`config.mk`:
```
export PLATFORM = sky130hd
export DESIGN_NAME = i2c_register_transaction_sequencer
export DESIGN_NICKNAME = d
export VERILOG_FILES = /design/src/rtl/i2crts_pkg.sv /design/src/rtl/i2crts_step.sv /design/src/rtl/i2c_register_transaction_sequencer.sv
export VERILOG_INCLUDE_DIRS = /design/src /design/src/rtl
export SDC_FILE = /design/constraint.sdc
export NUM_CORES = 1
export LEC_CHECK = 0
export BUFFER_PORTS_ARGS = -buffer_cell sky130_fd_sc_hd__buf_2
export CORE_MARGIN = 1.5
export CORE_UTILIZATION = 61
export CTS_CLUSTER_DIAMETER = 40
export DETAILED_ROUTE_END_ITERATION = 12
export GPL_ROUTABILITY_DRIVEN = 0
export HOLD_SLACK_MARGIN = 0.1
export PLACE_DENSITY_LB_ADDON = 0.12
export SYNTH_ARGS = -nofsm -noshare
export SYNTH_HDL_FRONTEND = slang
export SYNTH_SLANG_ARGS = --single-unit
```
`constraint.sdc`:
```
create_clock -name clk -period 5.35 [get_ports clk]
set_input_delay 0.8025 -clock clk [delete_from_list [all_inputs] [get_ports clk]]
set_output_delay 0.8025 -clock clk [all_outputs]
set_load 0.02 [all_outputs]
```
`src/rtl/i2c_register_transaction_sequencer_assert.svh`:
```
// Assertion macros shared by the sequencer RTL.
// Each macro samples on clk and is disabled while rst_n is low.
`ifndef I2C_REGISTER_TRANSACTION_SEQUENCER_ASSERT_SVH
`define I2C_REGISTER_TRANSACTION_SEQUENCER_ASSERT_SVH

// Same-cycle implication.
`define I2CRTS_ASSERT_NOW(label, ante, cons, msg) \
    label: assert property (@(posedge clk) disable iff (!rst_n) (ante) |-> (cons)) \
        else $error(msg);

// Next-cycle implication.
`define I2CRTS_ASSERT_NEXT(label, ante, cons, msg) \
    label: assert property (@(posedge clk) disable iff (!rst_n) (ante) |=> (cons)) \
        else $error(msg);

`endif

```
`src/rtl/i2crts_pkg.sv`:
```
package i2crts_pkg;

    localparam int unsigned LIMIT_W = 18;

    localparam logic [LIMIT_W-1:0] TIMEOUT_RESET = 18'd200000;

    typedef enum logic [1:0] {
        KIND_POLL  = 2'd0,
        KIND_READ  = 2'd1,
        KIND_WRITE = 2'd2
    } kind_t;

    typedef enum logic [2:0] {
        ACT_NONE    = 3'd0,
        ACT_START   = 3'd1,
        ACT_WRITE   = 3'd2,
        ACT_CLRADDR = 3'd3,
        ACT_STOP    = 3'd4
    } action_t;

    typedef enum logic [3:0] {
        PH_IDLE  = 4'd0,
        PH_SB1   = 4'd1,
        PH_ADDR1 = 4'd2,
        PH_TXE   = 4'd3,
        PH_PTR   = 4'd4,
        PH_DATA  = 4'd5,
        PH_SB2   = 4'd6,
        PH_ADDR2 = 4'd7,
        PH_RX    = 4'd8
    } phase_t;

    // Completion status codes
    localparam logic [2:0] ST_OK        = 3'd0;
    localparam logic [2:0] ST_TO_START  = 3'd1;
    localparam logic [2:0] ST_TO_ADDR   = 3'd2;
    localparam logic [2:0] ST_TO_TXE    = 3'd3;
    localparam logic [2:0] ST_TO_PTR    = 3'd4;
    localparam logic [2:0] ST_TO_SB2    = 3'd5;
    localparam logic [2:0] ST_TO_RADDR  = 3'd6;
    localparam logic [2:0] ST_TO_RX     = 3'd7;

    typedef struct packed {
        logic [1:0] kind;
        logic [6:0] slave_address;
        logic [7:0] register_index;
        logic [7:0] write_value;
        logic       start_sent;
        logic       address_acked;
        logic       tx_empty;
        logic       byte_done;
        logic       rx_ready;
        logic [7:0] rx_byte;
    } req_t;

    typedef struct packed {
        logic [2:0] action;
        logic [7:0] tx_data;
        logic       done_res;
        logic [2:0] status;
        logic [7:0] read_data;
        logic       busy_res;
    } res_t;

    typedef struct packed {
        phase_t             phase;
        logic               is_read;
        logic [6:0]         held_address;
        logic [7:0]         held_register;
        logic [7:0]         held_value;
        logic [LIMIT_W-1:0] wait_budget;
    } seq_state_t;

endpackage

```
`src/rtl/i2crts_step.sv`:
```
module i2crts_step
    import i2crts_pkg::*;
(
    input  seq_state_t         cur,
    input  req_t               item,
    input  logic [LIMIT_W-1:0] timeout_limit,
    output seq_state_t         nxt,
    output res_t               res
);

    logic               flag;
    logic [2:0]         code;
    logic [LIMIT_W-1:0] load_value;
    logic [LIMIT_W-1:0] budget_dec;
    logic               is_idle;

    // A zero limit counts as one
    assign load_value = (timeout_limit == '0) ? LIMIT_W'(1) : timeout_limit;
    assign budget_dec = cur.wait_budget - LIMIT_W'(1);

    always_comb
    begin
        flag    = 1'b0;
        code    = ST_OK;
        is_idle = 1'b0;
        unique case (cur.phase)
            PH_SB1:   begin flag = item.start_sent;    code = ST_TO_START; end
            PH_ADDR1: begin flag = item.address_acked; code = ST_TO_ADDR;  end
            PH_TXE:   begin flag = item.tx_empty;      code = ST_TO_TXE;   end
            PH_PTR:   begin flag = item.byte_done;     code = ST_TO_PTR;   end
            PH_DATA:  begin flag = item.byte_done;     code = ST_TO_SB2;   end
            PH_SB2:   begin flag = item.start_sent;    code = ST_TO_SB2;   end
            PH_ADDR2: begin flag = item.address_acked; code = ST_TO_RADDR; end
            PH_RX:    begin flag = item.rx_ready;      code = ST_TO_RX;    end
            default:  is_idle = 1'b1;
        endcase
    end

    always_comb
    begin
        nxt = cur;
        res = '0;
        if (is_idle)
        begin
            nxt.phase = PH_IDLE;
            if (item.kind == KIND_READ || item.kind == KIND_WRITE)
            begin
                nxt.is_read       = (item.kind == KIND_READ);
                nxt.held_address  = item.slave_address;
                nxt.held_register = item.register_index;
                nxt.held_value    = item.write_value;
                nxt.wait_budget   = load_value;
                nxt.phase         = PH_SB1;
                res.action        = ACT_START;
            end
        end
        else if (!flag)
        begin
            // Count down; expiry ends the transaction without STOP
            nxt.wait_budget = budget_dec;
            if (budget_dec == '0)
            begin
                res.done_res = 1'b1;
                res.status   = code;
                nxt.phase    = PH_IDLE;
            end
        end
        else
        begin
            nxt.wait_budget = load_value;
            case (cur.phase)
                PH_SB1:
                begin
                    res.action  = ACT_WRITE;
                    res.tx_data = {cur.held_address, 1'b0};
                    nxt.phase   = PH_ADDR1;
                end
                PH_ADDR1:
                begin
                    res.action = ACT_CLRADDR;
                    nxt.phase  = PH_TXE;
                end
                PH_TXE:
                begin
                    res.action  = ACT_WRITE;
                    res.tx_data = cur.held_register;
                    nxt.phase   = PH_PTR;
                end
                PH_PTR:
                begin
                    if (cur.is_read)
                    begin
                        res.action = ACT_START;
                        nxt.phase  = PH_SB2;
                    end
                    else
                    begin
                        res.action  = ACT_WRITE;
                        res.tx_data = cur.held_value;
                        nxt.phase   = PH_DATA;
                    end
                end
                PH_DATA:
                begin
                    res.action   = ACT_STOP;
                    res.done_res = 1'b1;
                    nxt.phase    = PH_IDLE;
                end
                PH_SB2:
                begin
                    res.action  = ACT_WRITE;
                    res.tx_data = {cur.held_address, 1'b1};
                    nxt.phase   = PH_ADDR2;
                end
                PH_ADDR2:
                begin
                    res.action = ACT_CLRADDR;
                    nxt.phase  = PH_RX;
                end
                default:
                begin
                    res.action    = ACT_STOP;
                    res.read_data = item.rx_byte;
                    res.done_res  = 1'b1;
                    nxt.phase     = PH_IDLE;
                end
            endcase
        end
        res.busy_res = (nxt.phase != PH_IDLE);
    end

endmodule

```
`src/rtl/i2c_register_transaction_sequencer.sv`:
```
// I2C master register access sequencer. Each request is one polling tick: it may
// carry a read or write command plus the controller's status flags and receive
// byte, and it yields exactly one result telling the controller what to do next
// (start, write byte, clear address status, stop) along with done, status,
// read data and busy. Requests are taken one per cycle with no bubbles unless the
// result stalls; one request can then still wait in the input register. A request
// passes through the input register and then the result register, and the phase
// and wait budget registers update once per request taken. Each wait gives up
// after timeout_limit consecutive ticks with its flag clear (reset value 200000)
// and reports a status code for its phase (the data wait shares the SB2 code)
// with no STOP. Commands that arrive while a transaction is in progress are
// ignored. Write timeout_limit only while no request is in flight.
module i2c_register_transaction_sequencer
    import i2crts_pkg::*;
(
    input  logic               clk,
    input  logic               rst_n,

    input  logic               req_valid,
    output logic               req_ready,
    input  req_t               req,

    output logic               res_valid,
    input  logic               res_ready,
    output res_t               res,

    input  logic               cfg_valid,
    output logic               cfg_ready,
    input  logic [LIMIT_W-1:0] cfg_timeout_limit
);

    // Input stage: hold one request until the step logic consumes it
    logic               s1_valid_reg;
    req_t               s1_item_reg;

    // Sequencer state, advanced once per consumed request
    seq_state_t         state_reg;
    seq_state_t         state_next;

    // Result register, parted from the input side so a stalled result
    // does not block the next request from being registered
    logic               res_valid_reg;
    res_t               res_reg;
    res_t               res_next;

    logic [LIMIT_W-1:0] timeout_limit_reg;
    logic               advance;

    // Consume the held request when the result slot is free or draining
    assign advance   = s1_valid_reg && (!res_valid_reg || res_ready);
    assign req_ready = !s1_valid_reg || advance;
    assign cfg_ready = 1'b1;
    assign res_valid = res_valid_reg;
    assign res       = res_reg;

    i2crts_step u_step (
        .cur           (state_reg),
        .item          (s1_item_reg),
        .timeout_limit (timeout_limit_reg),
        .nxt           (state_next),
        .res           (res_next)
    );

    always_ff @(posedge clk or negedge rst_n)
    begin
        if (!rst_n)
        begin
            timeout_limit_reg <= TIMEOUT_RESET;
        end
        else if (cfg_valid && cfg_ready)
        begin
            timeout_limit_reg <= cfg_timeout_limit;
        end
    end

    always_ff @(posedge clk or negedge rst_n)
    begin
        if (!rst_n)
        begin
            s1_valid_reg <= 1'b0;
        end
        else if (req_ready)
        begin
            s1_valid_reg <= req_valid;
        end
    end

    // Payload: load on accept only
    always_ff @(posedge clk)
    begin
        if (req_valid && req_ready)
        begin
            s1_item_reg <= req;
        end
    end

    always_ff @(posedge clk or negedge rst_n)
    begin
        if (!rst_n)
        begin
            state_reg <= '{phase: PH_IDLE, is_read: 1'b0, held_address: '0,
                           held_register: '0, held_value: '0, wait_budget: '0};
        end
        else if (advance)
        begin
            state_reg <= state_next;
        end
    end

    always_ff @(posedge clk or negedge rst_n)
    begin
        if (!rst_n)
        begin
            res_valid_reg <= 1'b0;
        end
        else if (advance)
        begin
            res_valid_reg <= 1'b1;
        end
        else if (res_ready)
        begin
            res_valid_reg <= 1'b0;
        end
    end

    always_ff @(posedge clk)
    begin
        if (advance)
        begin
            res_reg <= res_next;
        end
    end

`include "i2c_register_transaction_sequencer_assert.svh"

    // A finished transaction always leaves the sequencer idle
    `I2CRTS_ASSERT_NEXT(a_done_goes_idle,
        advance && res_next.done_res,
        state_reg.phase == PH_IDLE,
        "done result did not return to idle")

    // A new command from idle issues START and enters the first wait
    `I2CRTS_ASSERT_NEXT(a_start_enters_sb1,
        advance && state_reg.phase == PH_IDLE && res_next.action == ACT_START,
        state_reg.phase == PH_SB1,
        "start from idle did not enter first wait")

    // A timeout status only comes with done and no controller action
    `I2CRTS_ASSERT_NOW(a_timeout_is_done,
        res_valid_reg && res_reg.status != ST_OK,
        res_reg.done_res && res_reg.action == ACT_NONE,
        "timeout status without done or with an action")

    // A held request waiting on a stalled result stays held
    `I2CRTS_ASSERT_NEXT(a_hold_request,
        s1_valid_reg && !advance,
        s1_valid_reg && $stable(s1_item_reg),
        "held request lost while result stalled")

endmodule
```
## Yosys cells after proc, flatten, opt, wreduce, memory -nomap -nowiden

Index checks and enable logic that the tools add are counted.

| cells by class | value |
|---|---|
| $add $sub $neg | 1 |
| equality and inequality tests | 10 |
| multiplexer cells | 23 |
| bitwise operators | 3 |
| reduce and logical (&&, ||, !) cells | 24 |

Operator list:

| cell | number |
|---|---|
| $mux 18 | 3 |
| $mux 43 | 1 |
| $logic_not 18->1 | 2 |
| $pmux 8 s4 | 1 |
| $pmux 4 s6 | 1 |
| $pmux 3 s7 | 1 |
| $sub 18x1->18 const B | 1 |
| $eq 4x3->1 const B | 4 |
| $mux 4 | 4 |
| $mux 11 | 1 |
| $pmux 3 s3 | 1 |
| $reduce_or 9->1 | 1 |
| $eq 4x2->1 const B | 2 |
| $mux 8 | 1 |
| $reduce_or 2->1 | 4 |
| $reduce_or 8->1 | 1 |
| $reduce_or 3->1 | 2 |
| $reduce_or 6->1 | 1 |
| $mux 1 | 5 |
| $pmux 1 s5 | 1 |
| $eq 4x1->1 const B | 1 |
| $eq 4x4->1 const B | 1 |
| $mux 2 | 2 |
| $reduce_and 2->1 | 2 |
| 10 further kinds | 17 |

| storage, ports and cells | value |
|---|---|
| bits in registers | 128 |
| input bits | 61 |
| output and inout port bits | 27 |
| logic and storage cells | 86 |

## Depth between registers and ports, before layout

| logic depth | value |
|---|---|
| depth in word-level cells | 6 |
| depth in mapped cells | 9 |
| depth with buffers taken out | 8 |

## Hierarchy

A second synthesis with hierarchy kept.

| second synthesis, totals | value |
|---|---|
| cells, all modules | 479 |
| area, all modules | 6218.5 µm² |

Modules (own cells, without submodules):

| module | instances | cells each | area each (µm²) | seq. area each (µm²) |
|---|---|---|---|---|
| i2c_register_transaction_sequencer | 1 | 208 | 4463.0 | 3520.9 |
| i2crts_step | 1 | 271 | 1755.4 | 0.0 |

## Worst setup path before layout

No wires, ideal clock.

| path | value |
|---|---|
| path type | input -> register |
| from | in res_ready |
| to | reg state_reg[0] (netlist name) |
| library setup time | 133 ps |
| arrival time | 2442 ps |
| data required time | 5217 ps |
| setup slack | 2776 ps |
| stages on the path | 7 |
| path buffers | 1 |
| cell sequence | nand2b_1 nand2_1 inv_1 o21ai_1 clkbuf_1 a221oi_1 a21oi_1 |

| between the ends | value |
|---|---|
| cells in the longest elaborated chain, start to end | 3 |

Ends and longest elaborated chain:

| item | line | RTL |
|---|---|---|
| from (decl) | i2c_register_transaction_sequencer.sv:24 | `input logic res_ready,` |
| $logic_or 1x1->1 | i2c_register_transaction_sequencer.sv:50 | `assign advance = s1_valid_reg && (!res_valid_reg \|\| res_ready);` |
| $logic_and 1x1->1 | i2c_register_transaction_sequencer.sv:50 |  |
| via advance | i2c_register_transaction_sequencer.sv:47 | `logic advance;` |
| $reduce_and 2->1 (no line) | - |  |
| to (signal assigned) | i2c_register_transaction_sequencer.sv:101 | `state_reg <= '{phase: PH_IDLE, is_read: 1'b0, held_address: '0,` |
| to (signal assigned) | i2c_register_transaction_sequencer.sv:106 | `state_reg <= state_next;` |
| to (decl) | i2c_register_transaction_sequencer.sv:37 | `seq_state_t state_reg;` |

The timed path passes the listed nets, and every way through them passes these cells.
A chain may end at the register's enable or synchronous reset.

## Worst setup path after layout

| path | value |
|---|---|
| from | reg state_reg[43] (netlist name) |
| to | reg state_reg[9] (netlist name) |

| between the ends | value |
|---|---|
| cells in the longest elaborated chain, start to end | 5 |
| elaborated cells on any way between the ends | 17 |
| classes of those cells | eq/ne (8); mux (3); reduce/logical (6) |

Ends and longest elaborated chain:

| item | line | RTL |
|---|---|---|
| $eq 4x2->1, or another cell as far along | i2crts_step.sv:26 | `unique case (cur.phase)` |
| $reduce_or 2->1 (no line) | - |  |
| $pmux 1 s5 | i2crts_step.sv:26 |  |
| $mux 18 | i2crts_step.sv:57 | `else if (!flag)` |
| $mux 18 | i2crts_step.sv:43 | `if (is_idle)` |

Parallel ways exist; a longest one is shown, timed or not.

==> reports/metrics.csv <==
stage;metric;value;unit
cts;CTS root buffer;clkbuf_8;
cts;post-cts resize count;0;
worst_hold_path;hold path start;req[3];
routing;WL final;12.2;mm
cts;H-tree Lvls;4;
cells_and_area;Largest register FFs;46;
sta;Setup WS post-layout;2380;ps
global_route;grt total ovfl;0;
cts;CTS tree;yes;
yosys;register area share after synthesis;61.1;%
die;Die Width;100;µm
setup_path;CP Launch Point;state_reg[43];
setup_path;Worst Path Required;5780;ps
sta;endpoints failing setup;0;
cts;Reg clk slew, reported paths;60;ps
run_status;outcome;complete, no violations;
routing;detailed-route DRC error count;0;
die;die area;10000;µm²
sta;clk_skew;7.73;ps
routing;WL per Instance;18.4;µm
routing;ANT nets after route;0;
setup_path;kind of critical path;reg -> reg;
setup_path;crit path max fanout;19;
placement;Final HPWL DP;8.13;mm
placement;Post-Place Setup Slack;2470;ps
pwr;Power Total;3900;µW
yosys;top cell type's share of synthesized area;32.3;%
cells_and_area;final instance count without filler cells;662;
sta;fin crit share;55.4;%
pwr;Peak supply drop;398;µV
die;I/O pin total;88;
yosys;Synth warnings;0;
cells_and_area;Ant. Diodes;0;
cells_and_area;leading cell type in the layout, fill and taps excluded;buf_2;
sta;relative slew slack;18.3;%
sta;setup TNS;0;ps
yosys;Yosys cell types;64;
setup_path;Data arrival, critical path;3390;ps
cells_and_area;layout cells sized above 1;32.5;%
die;height of the die;100;µm
die;Core Region;9200;µm²
placement;DP Cell Count;630;
routing;DRT Pass-1 Iters;5;
cts;Post-CTS Setup Bufs;0;
setup_path;R2R Path Start;state_reg[43];
global_route;largest net degree at the start of global routing;67;
setup_path;CP Capture Type;flop;
pwr;Leakage;0.00277;µW
cts;# clock sinks;128;
global_route;initial antenna violation count;0;
cts;CTS Hold Bufs;0;
cts;clk buf depth;2;
cells_and_area;Final #Nets;602;
yosys;synth top area cells;edfxtp_1, dfrtp_1, mux2_2, dfstp_2, nor2_1;
yosys;Post-Syn Instances;457;
sta;final slew viol count;0;
yosys;Syn Nets;521;
yosys;Async S/R FF share, synth;51.6;%
die;row cnt;35;
sta;Highest Clock Rate;0.337;GHz
yosys;area leader, netlist;edfxtp_1;
sta;final hold vios;0;
flow_run;# Max-Cap Violations;0;
yosys;EDFF count, synth;62;
worst_hold_path;HP Class;in -> reg;
setup_path;Startpoint Class;flop;
routing;initial drt markers;448;
sta;worst slew pin tran;1220;ps
pwr;P per Cell Area;571;nW/µm²
routing;routed vias;4133;
cells_and_area;most frequent cells in the layout;buf_2, edfxtp_1, dfrtp_1;
routing;vias per cell;6.24;
global_route;number of global-route vias before repair;3887;
global_route;first-pass GRT wire length;19.7;mm
yosys;ys flop type;edfxtp_1;
global_route;GRT Resource Usage Total;25.9;%
cts;total CTS buffers;17;
cells_and_area;Area Overhead vs Synth;18.5;%
sta;RSZ-0062 raised after global routing;no;
placement;Port Buffer Count;86;
yosys;flops & latches, synth;128;
yosys;synthesized area per cell;12.6;µm²
sta;Min Clock Period, post-route;2970;ps
cts;worst skew pair latency;530;ps
die;Initial Utilization;62.7;%
yosys;Netlist Area Pre-Place;5760;µm²
[through the flow]
step | cell area [µm²] | utilization, % | hold slack, ps
after global placement | 6210 | 67.6 | 457
after CTS | 6830 | 74.3 | 440
after global routing | 6830 | 74.3 | 429
final | 6830 | 74.3 | 447
after detailed placement | 6210 | 67.6 | 462
after floorplan | 5760 | - | 454
[power breakdown]
part / total (µW) / switching (µW) / internal [µW] / leakage (µW)
Sequential: 1560 / 275 / 1290 / 0.00140
Clock: 1180 / 435 / 745 / 0.000299
Combinational: 1160 / 694 / 466 / 0.00107
[worst paths after layout]
path                                   endpoint  slack, ps  depth (start not counted)
setup / recovery                   state_reg[9]       2380                          6
hold / removal                   s1_item_reg[3]        450                          1
setup reg to reg                   state_reg[9]       2380                          6
hold reg to reg                   state_reg[18]        470                          1
max in group asynchronous         state_reg[45]       4330                          2
min in group asynchronous  timeout_limit_reg[7]        470                          2
[layout make-up]
type                    instances  area, µm²
well taps                     111        139
clock buffers                  19        443
fillers                       612       2370
repair buffers                 88        445
flip-flops and latches        128       3520
multi-input cells             289       2060
clock inverters                13        173
inverters                      14       52.6
[layer usage]
layer	vias up	global-route usage (%)	wire length [µm]
met5	-	0	0
met4	0	8.99	155
met3	17	7.59	937
met2	189	37.7	5730
met1	2023	37.5	5390
li1	1904	-	-
[cell families after synthesis]
group | after synthesis | synth area share [%]
compound gates | 99 | 12.0
flops | 128 | 61.1
mux | 43 | 8.36
simple gates | 136 | 13.4
xor+xnor | 7 | 1.06
other cells | 1 | 0.0651
fa+ha+maj | 3 | 0.652
buf+inv | 40 | 3.32
[critical path, stage by stage (launching register included)]
cell	delay [ps]
dfrtp_1	760
inv_1	240
o311a_1	460
o211a_1	420
nand2_1	540
a22oi_1	210
o22ai_1	240
[synth_stat cells, types with 7 or more instances]
library cell  instances
edfxtp_1             62
dfrtp_1              60
mux2_2               41
nor2_1               32
a21oi_1              23
nand2_1              23
o21ai_0              16
nor3_1               15
inv_1                14
clkbuf_1             10
and2_1                9
a22oi_1               8
buf_2                 8
nand3_1               8
a222oi_1              7
nor4_1                7
o2bb2ai_1             7
No activity file was read; power rests on OpenSTA's default activity.
